===== src/hw/rtl/mhpq_pkg.sv =====
// ----------------------------------------------------------------------------
// mhpq_pkg
// Shared codes and field widths of the max-heap priority queue.
// ----------------------------------------------------------------------------
package mhpq_pkg;

  localparam int unsigned OP_W     = 2;
  localparam int unsigned VALUE_W  = 32;
  localparam int unsigned STATUS_W = 2;
  localparam int unsigned COUNT_W  = 5;

  // operation codes, the unused code acts as peek
  localparam logic [OP_W-1:0] OP_INSERT = 2'd0;
  localparam logic [OP_W-1:0] OP_DELETE = 2'd1;
  localparam logic [OP_W-1:0] OP_PEEK   = 2'd2;

  localparam logic [STATUS_W-1:0] STATUS_OK    = 2'd0;
  localparam logic [STATUS_W-1:0] STATUS_EMPTY = 2'd1;
  localparam logic [STATUS_W-1:0] STATUS_FULL  = 2'd2;

endpackage


===== src/hw/rtl/mhpq_if.sv =====
// ----------------------------------------------------------------------------
// mhpq_req_if / mhpq_rsp_if
// Valid/ready channels for queue operations and their results.
// ----------------------------------------------------------------------------
interface mhpq_req_if import mhpq_pkg::*; ();
  logic                       valid;
  logic                       ready;
  logic        [OP_W-1:0]     operation;
  logic signed [VALUE_W-1:0]  value;

  modport source (output valid, operation, value, input ready);
  modport sink   (input valid, operation, value, output ready);
endinterface

interface mhpq_rsp_if import mhpq_pkg::*; ();
  logic                       valid;
  logic                       ready;
  logic                       ok;
  logic        [STATUS_W-1:0] status;
  logic signed [VALUE_W-1:0]  max_value;
  logic        [COUNT_W-1:0]  element_count;

  modport source (output valid, ok, status, max_value, element_count, input ready);
  modport sink   (input valid, ok, status, max_value, element_count, output ready);
endinterface


===== src/hw/rtl/max_heap_priority_queue.sv =====
// ----------------------------------------------------------------------------
// max_heap_priority_queue
// Binary max-heap over signed values held in one two-read, one-write RAM.
// ----------------------------------------------------------------------------
// One operation beat is taken at a time and answered by one result beat.
// Peek reads the root; a refused operation is answered without a RAM access.
// Insert places the value in a new last slot and climbs past each smaller
// parent; delete-max reads the root and the last element and sinks the moved
// element past each larger child, with no write when it removes the only
// element. Each level is one compare of the registered RAM read data, done in
// the cycle that writes the moved entry and reads the next parent or both next
// children. The result sits in an output register, and a stalled result beat
// holds the next operation only once it finishes.
// No clearing pass is needed after reset.
// ----------------------------------------------------------------------------
module max_heap_priority_queue import mhpq_pkg::*; #(
  parameter int unsigned CAPACITY   = 16,
  parameter int unsigned DATA_WIDTH = 32
) (
  input  logic               clk_i,
  input  logic               rst_ni,
  mhpq_req_if.sink           req_i,
  mhpq_rsp_if.source         rsp_o
);

  localparam int unsigned CW        = $clog2(CAPACITY + 1);
  localparam int unsigned AW        = (CAPACITY > 1) ? $clog2(CAPACITY) : 1;
  localparam int unsigned MEM_DEPTH = 1 << AW;

  typedef enum logic [2:0] {
    S_IDLE, S_INS_CMP, S_DEL_LOAD, S_DEL_CMP, S_PUT, S_PEEK, S_DONE
  } state_e;

  function automatic logic [AW-1:0] addr_of(logic [CW+1:0] n);
    logic [CW+1:0] m;
    m = n - (CW+2)'(1);
    return m[AW-1:0];
  endfunction

  state_e                        state_q, state_d;
  logic [CW-1:0]                 cnt_q, cnt_d;
  logic [CW-1:0]                 idx_q, idx_d;
  logic signed [DATA_WIDTH-1:0]  elem_q, elem_d;
  logic                          res_ok_q, res_ok_d;
  logic [STATUS_W-1:0]           res_status_q, res_status_d;
  logic signed [DATA_WIDTH-1:0]  res_max_q, res_max_d;

  logic                          rsp_valid_q;
  logic                          rsp_ok_q;
  logic [STATUS_W-1:0]           rsp_status_q;
  logic signed [VALUE_W-1:0]     rsp_max_q;
  logic [COUNT_W-1:0]            rsp_count_q;
  logic                          rsp_load;

  logic signed [DATA_WIDTH-1:0]  mem [MEM_DEPTH];
  logic                          mem_we, re_a, re_b;
  logic [AW-1:0]                 waddr, raddr_a, raddr_b;
  logic signed [DATA_WIDTH-1:0]  wdata;
  logic signed [DATA_WIDTH-1:0]  rd_a_q, rd_b_q;

  logic                          req_fire;
  logic [CW-1:0]                 cnt_inc;
  logic [CW-1:0]                 parent;
  logic [CW+1:0]                 lchild, child, cnt_x, half_x;
  logic                          pick_right;
  logic signed [DATA_WIDTH-1:0]  child_val;

  assign req_i.ready = (state_q == S_IDLE);
  assign req_fire    = req_i.valid && req_i.ready;
  assign rsp_load    = (state_q == S_DONE) && (!rsp_valid_q || rsp_o.ready);

  assign cnt_inc    = cnt_q + CW'(1);
  assign parent     = idx_q >> 1;
  assign cnt_x      = (CW+2)'(cnt_q);
  assign half_x     = (CW+2)'(cnt_q >> 1);
  assign lchild     = {1'b0, idx_q, 1'b0};
  assign pick_right = (lchild < cnt_x) && (rd_b_q > rd_a_q);
  assign child      = pick_right ? lchild + (CW+2)'(1) : lchild;
  assign child_val  = pick_right ? rd_b_q : rd_a_q;

  always_comb begin
    state_d      = state_q;
    cnt_d        = cnt_q;
    idx_d        = idx_q;
    elem_d       = elem_q;
    res_ok_d     = res_ok_q;
    res_status_d = res_status_q;
    res_max_d    = res_max_q;
    mem_we       = 1'b0;
    waddr        = addr_of((CW+2)'(idx_q));
    wdata        = elem_q;
    re_a         = 1'b0;
    re_b         = 1'b0;
    raddr_a      = '0;
    raddr_b      = '0;

    unique case (state_q)
      S_IDLE: begin
        if (req_fire) begin
          res_ok_d     = 1'b1;
          res_status_d = STATUS_OK;
          res_max_d    = '0;
          if (req_i.operation == OP_INSERT) begin
            if (cnt_q >= CW'(CAPACITY)) begin
              res_ok_d     = 1'b0;
              res_status_d = STATUS_FULL;
              state_d      = S_DONE;
            end else begin
              cnt_d  = cnt_inc;
              idx_d  = cnt_inc;
              elem_d = DATA_WIDTH'(req_i.value);
              if (cnt_q == '0) begin
                state_d = S_PUT;
              end else begin
                re_a    = 1'b1;
                raddr_a = addr_of((CW+2)'(cnt_inc >> 1));
                state_d = S_INS_CMP;
              end
            end
          end else if (cnt_q == '0) begin
            res_ok_d     = 1'b0;
            res_status_d = STATUS_EMPTY;
            state_d      = S_DONE;
          end else if (req_i.operation == OP_DELETE) begin
            re_a    = 1'b1;
            raddr_a = '0;
            re_b    = 1'b1;
            raddr_b = addr_of(cnt_x);
            cnt_d   = cnt_q - CW'(1);
            state_d = S_DEL_LOAD;
          end else begin
            re_a    = 1'b1;
            raddr_a = '0;
            state_d = S_PEEK;
          end
        end
      end
      S_INS_CMP: begin
        if (elem_q > rd_a_q) begin
          mem_we = 1'b1;
          wdata  = rd_a_q;
          idx_d  = parent;
          if (parent > CW'(1)) begin
            re_a    = 1'b1;
            raddr_a = addr_of((CW+2)'(parent >> 1));
          end else begin
            state_d = S_PUT;
          end
        end else begin
          mem_we  = 1'b1;
          state_d = S_DONE;
        end
      end
      S_DEL_LOAD: begin
        res_max_d = rd_a_q;
        elem_d    = rd_b_q;
        idx_d     = CW'(1);
        if (cnt_q == '0) begin
          state_d = S_DONE;
        end else if (cnt_q >= CW'(2)) begin
          re_a    = 1'b1;
          raddr_a = addr_of((CW+2)'(2));
          re_b    = 1'b1;
          raddr_b = addr_of((CW+2)'(3));
          state_d = S_DEL_CMP;
        end else begin
          state_d = S_PUT;
        end
      end
      S_DEL_CMP: begin
        mem_we = 1'b1;
        if (elem_q >= child_val) begin
          state_d = S_DONE;
        end else begin
          wdata = child_val;
          idx_d = child[CW-1:0];
          if (child <= half_x) begin
            re_a    = 1'b1;
            raddr_a = addr_of({child[CW:0], 1'b0});
            re_b    = 1'b1;
            raddr_b = addr_of({child[CW:0], 1'b0} + (CW+2)'(1));
          end else begin
            state_d = S_PUT;
          end
        end
      end
      S_PUT: begin
        mem_we  = 1'b1;
        state_d = S_DONE;
      end
      S_PEEK: begin
        res_max_d = rd_a_q;
        state_d   = S_DONE;
      end
      S_DONE: begin
        if (rsp_load) begin
          state_d = S_IDLE;
        end
      end
      default: begin
        state_d = S_IDLE;
      end
    endcase
  end

  always_ff @(posedge clk_i) begin
    if (mem_we) begin
      mem[waddr] <= wdata;
    end
    if (re_a) begin
      rd_a_q <= mem[raddr_a];
    end
    if (re_b) begin
      rd_b_q <= mem[raddr_b];
    end
  end

  always_ff @(posedge clk_i or negedge rst_ni) begin
    if (!rst_ni) begin
      state_q     <= S_IDLE;
      cnt_q       <= '0;
      rsp_valid_q <= 1'b0;
    end else begin
      state_q <= state_d;
      cnt_q   <= cnt_d;
      if (rsp_load) begin
        rsp_valid_q <= 1'b1;
      end else if (rsp_o.ready) begin
        rsp_valid_q <= 1'b0;
      end
    end
  end

  always_ff @(posedge clk_i) begin
    idx_q        <= idx_d;
    elem_q       <= elem_d;
    res_ok_q     <= res_ok_d;
    res_status_q <= res_status_d;
    res_max_q    <= res_max_d;
    if (rsp_load) begin
      rsp_ok_q     <= res_ok_q;
      rsp_status_q <= res_status_q;
      rsp_max_q    <= VALUE_W'(res_max_q);
      rsp_count_q  <= COUNT_W'(cnt_q);
    end
  end

  assign rsp_o.valid         = rsp_valid_q;
  assign rsp_o.ok            = rsp_ok_q;
  assign rsp_o.status        = rsp_status_q;
  assign rsp_o.max_value     = rsp_max_q;
  assign rsp_o.element_count = rsp_count_q;

endmodule


===== src/flat_wrapper.sv =====
// flat-port wrapper written by rule: the top's interface ports become plain ports
module max_heap_priority_queue_flat import mhpq_pkg::*;
#(
  parameter int unsigned CAPACITY   = 16,
  parameter int unsigned DATA_WIDTH = 32
)
  (clk_i, rst_ni, req_i_valid, req_i_operation, req_i_value, req_i_ready, rsp_o_valid, rsp_o_ok, rsp_o_status, rsp_o_max_value, rsp_o_element_count, rsp_o_ready);
  mhpq_req_if req_i_i ();
  mhpq_rsp_if rsp_o_i ();
  input  logic clk_i;
  input  logic rst_ni;
  input wire logic [$bits(req_i_i.valid)-1:0] req_i_valid;
  input wire logic [$bits(req_i_i.operation)-1:0] req_i_operation;
  input wire logic [$bits(req_i_i.value)-1:0] req_i_value;
  output wire logic [$bits(req_i_i.ready)-1:0] req_i_ready;
  output wire logic [$bits(rsp_o_i.valid)-1:0] rsp_o_valid;
  output wire logic [$bits(rsp_o_i.ok)-1:0] rsp_o_ok;
  output wire logic [$bits(rsp_o_i.status)-1:0] rsp_o_status;
  output wire logic [$bits(rsp_o_i.max_value)-1:0] rsp_o_max_value;
  output wire logic [$bits(rsp_o_i.element_count)-1:0] rsp_o_element_count;
  input wire logic [$bits(rsp_o_i.ready)-1:0] rsp_o_ready;
  assign req_i_i.valid = req_i_valid;
  assign req_i_i.operation = req_i_operation;
  assign req_i_i.value = req_i_value;
  assign req_i_ready = req_i_i.ready;
  assign rsp_o_valid = rsp_o_i.valid;
  assign rsp_o_ok = rsp_o_i.ok;
  assign rsp_o_status = rsp_o_i.status;
  assign rsp_o_max_value = rsp_o_i.max_value;
  assign rsp_o_element_count = rsp_o_i.element_count;
  assign rsp_o_i.ready = rsp_o_ready;
  max_heap_priority_queue #(.CAPACITY(CAPACITY), .DATA_WIDTH(DATA_WIDTH)) u_core (.clk_i(clk_i), .rst_ni(rst_ni), .req_i(req_i_i), .rsp_o(rsp_o_i));
endmodule

===== config.mk =====
export PLATFORM = sky130hd
export DESIGN_NAME = max_heap_priority_queue_flat
export DESIGN_NICKNAME = d
export VERILOG_FILES = /design/src/hw/rtl/mhpq_pkg.sv /design/src/hw/rtl/mhpq_if.sv /design/src/hw/rtl/max_heap_priority_queue.sv /design/src/flat_wrapper.sv
export SDC_FILE = /design/constraint.sdc
export NUM_CORES = 2
export LEC_CHECK = 0
export ABC_CLOCK_PERIOD_IN_PS = 9850
export BUFFER_PORTS_ARGS = -buffer_cell sky130_fd_sc_hd__buf_2
export CORE_MARGIN = 2
export CORE_UTILIZATION = 60
export DETAILED_ROUTE_END_ITERATION = 6
export PLACE_DENSITY = 0.77
export SYNTH_ARGS = -nofsm -noshare
export SYNTH_HDL_FRONTEND = slang
export SYNTH_SLANG_ARGS = --single-unit

===== constraint.sdc =====
create_clock -name clk_i -period 9.85 [get_ports clk_i]
set_input_delay 1.4775 -clock clk_i [delete_from_list [all_inputs] [get_ports clk_i]]
set_output_delay 1.4775 -clock clk_i [all_outputs]
set_load 0.05 [all_outputs]

======== Yosys cells after proc, flatten, opt, wreduce, memory -nomap -nowiden ========
Memory sizes are Yosys's and may differ from the RTL's. A register that Yosys moved wholly into a read port is not among the register bits.
Index checks and enable logic that the tools add are counted.
storage, ports and cells
  output and inout port bits .............. 42
  register bits after elaboration ......... 121
  memory bits (writable) .................. 512
  bits in latches ......................... 0
  memories kept ........................... 1
  bits of input ports ..................... 38
  bits in read-only memories .............. 0
cells by class
  $mul .................................... 0
  divide/modulo/power cells ............... 0
  muxes and demuxes ....................... 80
  shift-type cells ........................ 0
  reductions and logical operators ........ 22
  magnitude comparators ................... 8
  equal/unequal tests ..................... 17
  bitwise operators ....................... 0
  add/subtract/negate cells ............... 10
memory list
  name        depth  width  rd ports  clocked after memory_dff  write ports  line                           text
  u_core.mem  16     32     2         2                         1            max_heap_priority_queue.sv:55  logic signed [DATA_WIDTH-1:0] mem [MEM_DEPTH];
operators by type and width
  kind                   count
  $mux W32               7
  $pmux W32 S2           3
  $gt A32 B32 Y1         2
  $mux W4                16
  $mux W5                8
  $mux W3                13
  $ge A32 B32 Y1         1
  $mux W1                23
  $pmux W5 S4            1
  $sub A4 B1 Y4 const B  5
  $pmux W3 S6            1
  $pmux W4 S4            1
  $pmux W4 S3            1
  $ne A2 B2 Y1 const B   5
  $eq A3 B3 Y1 const B   3
  $reduce_and A4 Y1      2
  $reduce_bool A2 Y1     4
  $add A6 B1 Y7 const B  1
  $le A7 B4 Y1           1
  $mux W7                1
  $eq A3 B2 Y1 const B   2
  $lt A6 B5 Y1           1
  $mux W2                3
  $ne A2 B1 Y1 const B   3
  25 further kinds       29

======== Longest topological paths before layout ========
  depth in word-level cells ............... 8
  depth in mapped cells ................... 25
  mapped depth without buffers ............ 21

======== Least setup slack after synthesis ========
OpenSTA, ideal clock, no wires.
  path type ............................... reg2reg
  start ................................... register u_core.rd_b_q[15] (read register of u_core.mem)
  end ..................................... register u_core.rd_a_q[0] (read register of u_core.mem) (enable)
  stages on the path, launching flop included .. 21
  slack ................................... 2981 ps
  data arrival time ....................... 6064 ps
  setup time .............................. 805 ps
  clock period less this slack ............ 6869 ps
  buffers on the path ..................... 2
  required time ........................... 9045 ps
  path through ............................ edfxtp_1 ha_1 nand4_1 nor4_1 o21ai_1 a31oi_1 nor2b_1 a221oi_1 clkbuf_1 clkbuf_1 nor2_1 a21oi_1 ha_1 a21oi_1 o21ai_1 a221o_1 a2111o_1 o211ai_1 nand2_1 a21oi_1 o311ai_0
on the way
  cells in the longest elaborated chain, start to end .. 7
  elaborated cells between the ends (all ways) .. 13
  those cells by class .................... add/sub (1); order compare (3); mux (8); reduce/logical (1)
ends and longest elaborated chain
  item                                                    line                            text
  start: declaration                                      max_heap_priority_queue.sv:59   logic signed [DATA_WIDTH-1:0] rd_a_q, rd_b_q;
  branches (longest 5 deep; another with $gt A32 B32 Y1)  n/a
  $mux W1 *                                               max_heap_priority_queue.sv:172  if (elem_q >= child_val) begin
  $pmux W1 S4 *                                           max_heap_priority_queue.sv:97   unique case (state_q)
  net u_core.re_a                                         max_heap_priority_queue.sv:56   logic mem_we, re_a, re_b;
  end: declaration                                        max_heap_priority_queue.sv:59
Mark *: on every way through the listed nets, which the timed path passes.
A chain may end at the register's enable or synchronous reset.

======== Worst setup path in the final report ========
  start ................................... register u_core.rd_a_q[31] (read register of u_core.mem)
  end ..................................... register u_core.rd_a_q[10] (read register of u_core.mem) (data pin)
on the way
  cells in the longest elaborated chain, start to end .. 7
  elaborated cells between the ends (all ways) .. 16
  those cells by class .................... add/sub (1); order compare (4); mux (10); reduce/logical (1)
ends and longest elaborated chain
  item
  branches (longest 7 deep; another with $gt A32 B32 Y1)
Several ways; the timed one is not identified.

==> metrics.txt <==
status completed; Top Ports 80; CTS tree yes; normalized max-slew margin 2.290%; share of the synthesized area in the top cell type 60.86%; Syn Nets roughly 2400; core area 56170 um^2; cell taking the most area after synthesis edfxtp_1; Tcrit/Tclk final 87.64%; Setup WS post-layout 1218 ps; leakage 0.01391 uW; sw frac about two fifths; die area 58490 um^2; YS warnings 0; worst slack, placed 1377 ps; Max Cap Viol 0; number of antenna violations at the first check in global routing 0; Avg WL per Cell 30.63 um; largest net degree at the start of global routing 89; CTS Buffer Depth 3; final core utilization between 60% and 70%; crit-path max FO 88; crit path to u_core.rd_a_q[10]$_DFFE_PP_; number of port buffers 79; via count roughly 22000; vias per cell 7.153; Synth Instances 2228; RSZ-0062 raised after global routing no; Setup crit start u_core.rd_a_q[31]$_DFFE_PP_; Final setup viols 0; Worst Hold Class flip-flop to flip-flop; Post-route DRC 0; syn_area_per_cell roughly 15 um^2; total track usage 32.79%; Period minus WS final 8632 ps; Placement Rows 87; clock network power share 18.9%; Worst R2R Start u_core.rd_a_q[31]$_DFFE_PP_; Reg clk slew, reported paths 60 ps; antenna-violating nets left 0; CP delay by family, top simple AND/OR/NAND/NOR gates; cts hold-fix bufs 0; Worst Path Required 10160 ps; Max Slew Vio Count 0; Fin. Hold Viols 0; Least-Margin Pin Slew 1466 ps; # H-tree levels 3; Unique masters post-synth 67; VDD IR max 0.2876 mV; final-layout fill cell count 3774; Gate power share between 40 and 50%; CP Cell Sequence inv_1 -> ha_1 -> nand4_1 -> nor4_1 -> nor2_1 -> a31oi_1 -> nor2b_1 -> a221oi_4 -> buf_4 -> a21oi_1 -> ha_1 -> a21oi_1 -> o21ai_1 -> a221o_1 -> a2111o_1 -> o211ai_1 -> nand3_4 -> nor3_4 -> buf_12 -> mux2i_1 -> o22ai_1 -> or4_1; r2r setup slk 1220 ps; Worst Path Arrival ~9000 ps; largest cells by area after synthesis edfxtp_1 61%, mux4_2 8.5%, mux2i_1 7.2%, ha_1 4.1%, a22oi_1 2.1%; Post-synth ARST share 1.291%; Fin Hold WS 418.9 ps; Synth Cell Area 33940 um^2; Setup crit end kind flip-flop; P&R area growth vs syn 11.06%; Clock Latency Late Sink 630 ps; first-pass GRT wire length 141600 um; switching power 5444 uW; vias in the first global route 22270; layout cells sized above 1 19.09%; DP Wirelength approximately 58000 um; Crit path depth 22; worst stage delay on the critical path 750 ps; Int Pwr about 8300 uW; pwr dens 364.2 nW/um^2; Sequential Power Share 37.6%; Root Buffer clkbuf_16; RR Endpoint u_core.rd_a_q[10]$_DFFE_PP_; type of the worst setup path flip-flop to flip-flop; f_max around 120 MHz; CTS sink cnt roughly 700; Post-Route WL 95720 um; r2r worst-path depth 22; Layout Nets around 2500; DIE HEIGHT approximately 240 um; DRT Pass-1 Iters 6; Starting Density 60.43%; Setup Skew around 25 ps; CP bufs+invs 3; EDFF count, synth 688; initial DRC count about 3200; register area share after synthesis 61.53%; total grt overflow 0; GP Congestion 0.9477; Worst path slowest cell nor4_1; Post-CTS Resized 0; postcts setup bufs 0; Synth Flop Type edfxtp_1; Critical Path Start Type flip-flop; flops & latches, synth between 600 and 700; die width 241.9 um; total negative slack 0 ps; TritonCTS Buffers 71
[sequential cells by signal (all words and copies together), names as in the netlist]
signal	count
u_core.mem	512
u_core.state_q	3
u_core.res_ok_q	1
u_core.rd_b_q	32
u_core.rsp_o.max_value	32
u_core.rsp_o.valid	1
u_core.rd_a_q	32
u_core.idx_q	5
u_core.cnt_q	5
u_core.res_max_q	32
u_core.rsp_o.element_count	5
u_core.res_status_q	2
u_core.rsp_o.ok	1
u_core.rsp_o.status	2
u_core.elem_q	32
[cell type report]
cell class                      count  area, um^2  area share, %
Clock buffer                       89        1866          4.949
Tap cell                          756       945.9          2.509
Timing Repair Buffer              154        1096          2.907
Clock inverter                     37       321.6         0.8530
Inverter                           52       195.2         0.5178
Multi-Input combinational cell   1339       12390          32.85
Sequential cell                   697       20890          55.40
Antenna cell                        1       2.502       0.006638
[routing by layer]
| layer | share of wire (%) | global-route usage (%) | vias to the layer above |
|---|---|---|---|
| li1 | - | - | 9291 |
| met1 | 37 | 44.58 | 11120 |
| met2 | 46 | 50.21 | 1624 |
| met3 | 13 | 8.779 | 315 |
| met4 | 4.6 | 14.56 | 0 |
| met5 | 0 | 0 | - |
[Yosys cell counts, types with 6 or more instances]
cell type	count
dfrtp_1	9
and4_1	6
nand2b_1	9
o21ai_0	18
buf_6	14
a211oi_1	41
buf_4	17
o31a_1	18
nand4_1	19
a21oi_1	81
xnor2_1	11
nor4_1	6
nand3_1	20
edfxtp_1	688
o211ai_1	6
nor2b_1	11
buf_2	30
or4_1	35
nor2_1	82
a22oi_1	96
buf_1	15
a21o_1	14
ha_1	110
mux4_2	128
mux2_2	33
o22ai_1	115
clkbuf_1	62
mux2i_1	244
inv_1	52
nor3_1	12
and2_1	32
o221ai_1	32
nand2_1	104
[power groups by stage]
stage / combinational, uW / clock (uW) / sequential, uW
after detailed placement: 5810 / 0 / 5190
after floorplan: 3920 / 0 / 5140
after CTS: 5850 / 2600 / 5130
after global placement: 5680 / 0 / 5160
final: 5970 / 2600 / 5160
after global routing: 6390 / 2740 / 5210
[metrics by stage]
stage | power [uW] | instance area, um^2 | instances
5_1_grt | 14340 | 37700 | 3124
3_3_place_gp | 10830 | 35500 | 2997
4_1_cts | 13590 | 37690 | 3123
6_report | 13730 | 37700 | 3125
3_5_place_dp | 11000 | 35500 | 2997
2_1_floorplan | 9057 | 33940 | 2228
[worst min path at each step]
stage	from	end	slack (ps)	cells past startpoint
2_1_floorplan	u_core.res_max_q[0]$_SDFFCE_PN0P_	u_core.rsp_o.max_value[0]$_DFFE_PP_	400	0
4_1_cts	u_core.res_max_q[27]$_SDFFCE_PN0P_	u_core.rsp_o.max_value[27]$_DFFE_PP_	420	0
3_3_place_gp	u_core.res_max_q[30]$_SDFFCE_PN0P_	u_core.rsp_o.max_value[30]$_DFFE_PP_	400	0
5_1_grt	u_core.res_max_q[27]$_SDFFCE_PN0P_	u_core.rsp_o.max_value[27]$_DFFE_PP_	420	0
6_report	u_core.res_max_q[31]$_SDFFCE_PN0P_	u_core.rsp_o.max_value[31]$_DFFE_PP_	420	0
3_5_place_dp	u_core.res_max_q[27]$_SDFFCE_PN0P_	u_core.rsp_o.max_value[27]$_DFFE_PP_	410	0
[logic make-up (layout without fill, tap and decap cells)]
kind of cell | after synthesis | after routing | synth area share (%)
flops | 697 | 697 | 61.53
simple gates | 350 | 350 | 5.223
other cells | 0 | 1 | 0
compound gates | 460 | 460 | 9.311
buf+inv | 192 | 332 | 2.739
fa+ha+maj | 110 | 110 | 4.055
mux | 405 | 405 | 16.78
xor+xnor | 14 | 14 | 0.3612
[layout by cell type, fill, tap and decap left out, types with 4 or more instances in the layout]
cell type / Yosys / routed
mux2_2: 33 / 33
nand2b_1: 9 / 6
nor2_4: 0 / 21
mux2i_1: 244 / 244
nor2_1: 82 / 60
or4_1: 35 / 35
clkbuf_16: 0 / 72
and2_1: 32 / 32
buf_2: 30 / 79
clkbuf_1: 62 / 17
o21ai_0: 18 / 18
a22oi_1: 96 / 96
edfxtp_1: 688 / 688
buf_4: 17 / 64
nor2b_1: 11 / 10
buf_12: 0 / 11
a211oi_1: 41 / 40
o31a_1: 18 / 18
clkinv_2: 0 / 11
inv_1: 52 / 52
dfrtp_1: 9 / 8
a21o_1: 14 / 13
a21oi_1: 81 / 81
nand4_1: 19 / 19
ha_1: 110 / 110
mux4_2: 128 / 128
o21a_1: 5 / 5
nand2_1: 104 / 104
nor4_1: 6 / 5
nand3_1: 20 / 20
and4_1: 6 / 6
xnor2_1: 11 / 11
clkinv_1: 0 / 15
bufinv_16: 0 / 4
o211ai_1: 6 / 6
o221ai_1: 32 / 32
nor3_1: 12 / 11
o22ai_1: 115 / 115
Note: power is estimated with default switching activity, not from simulation.
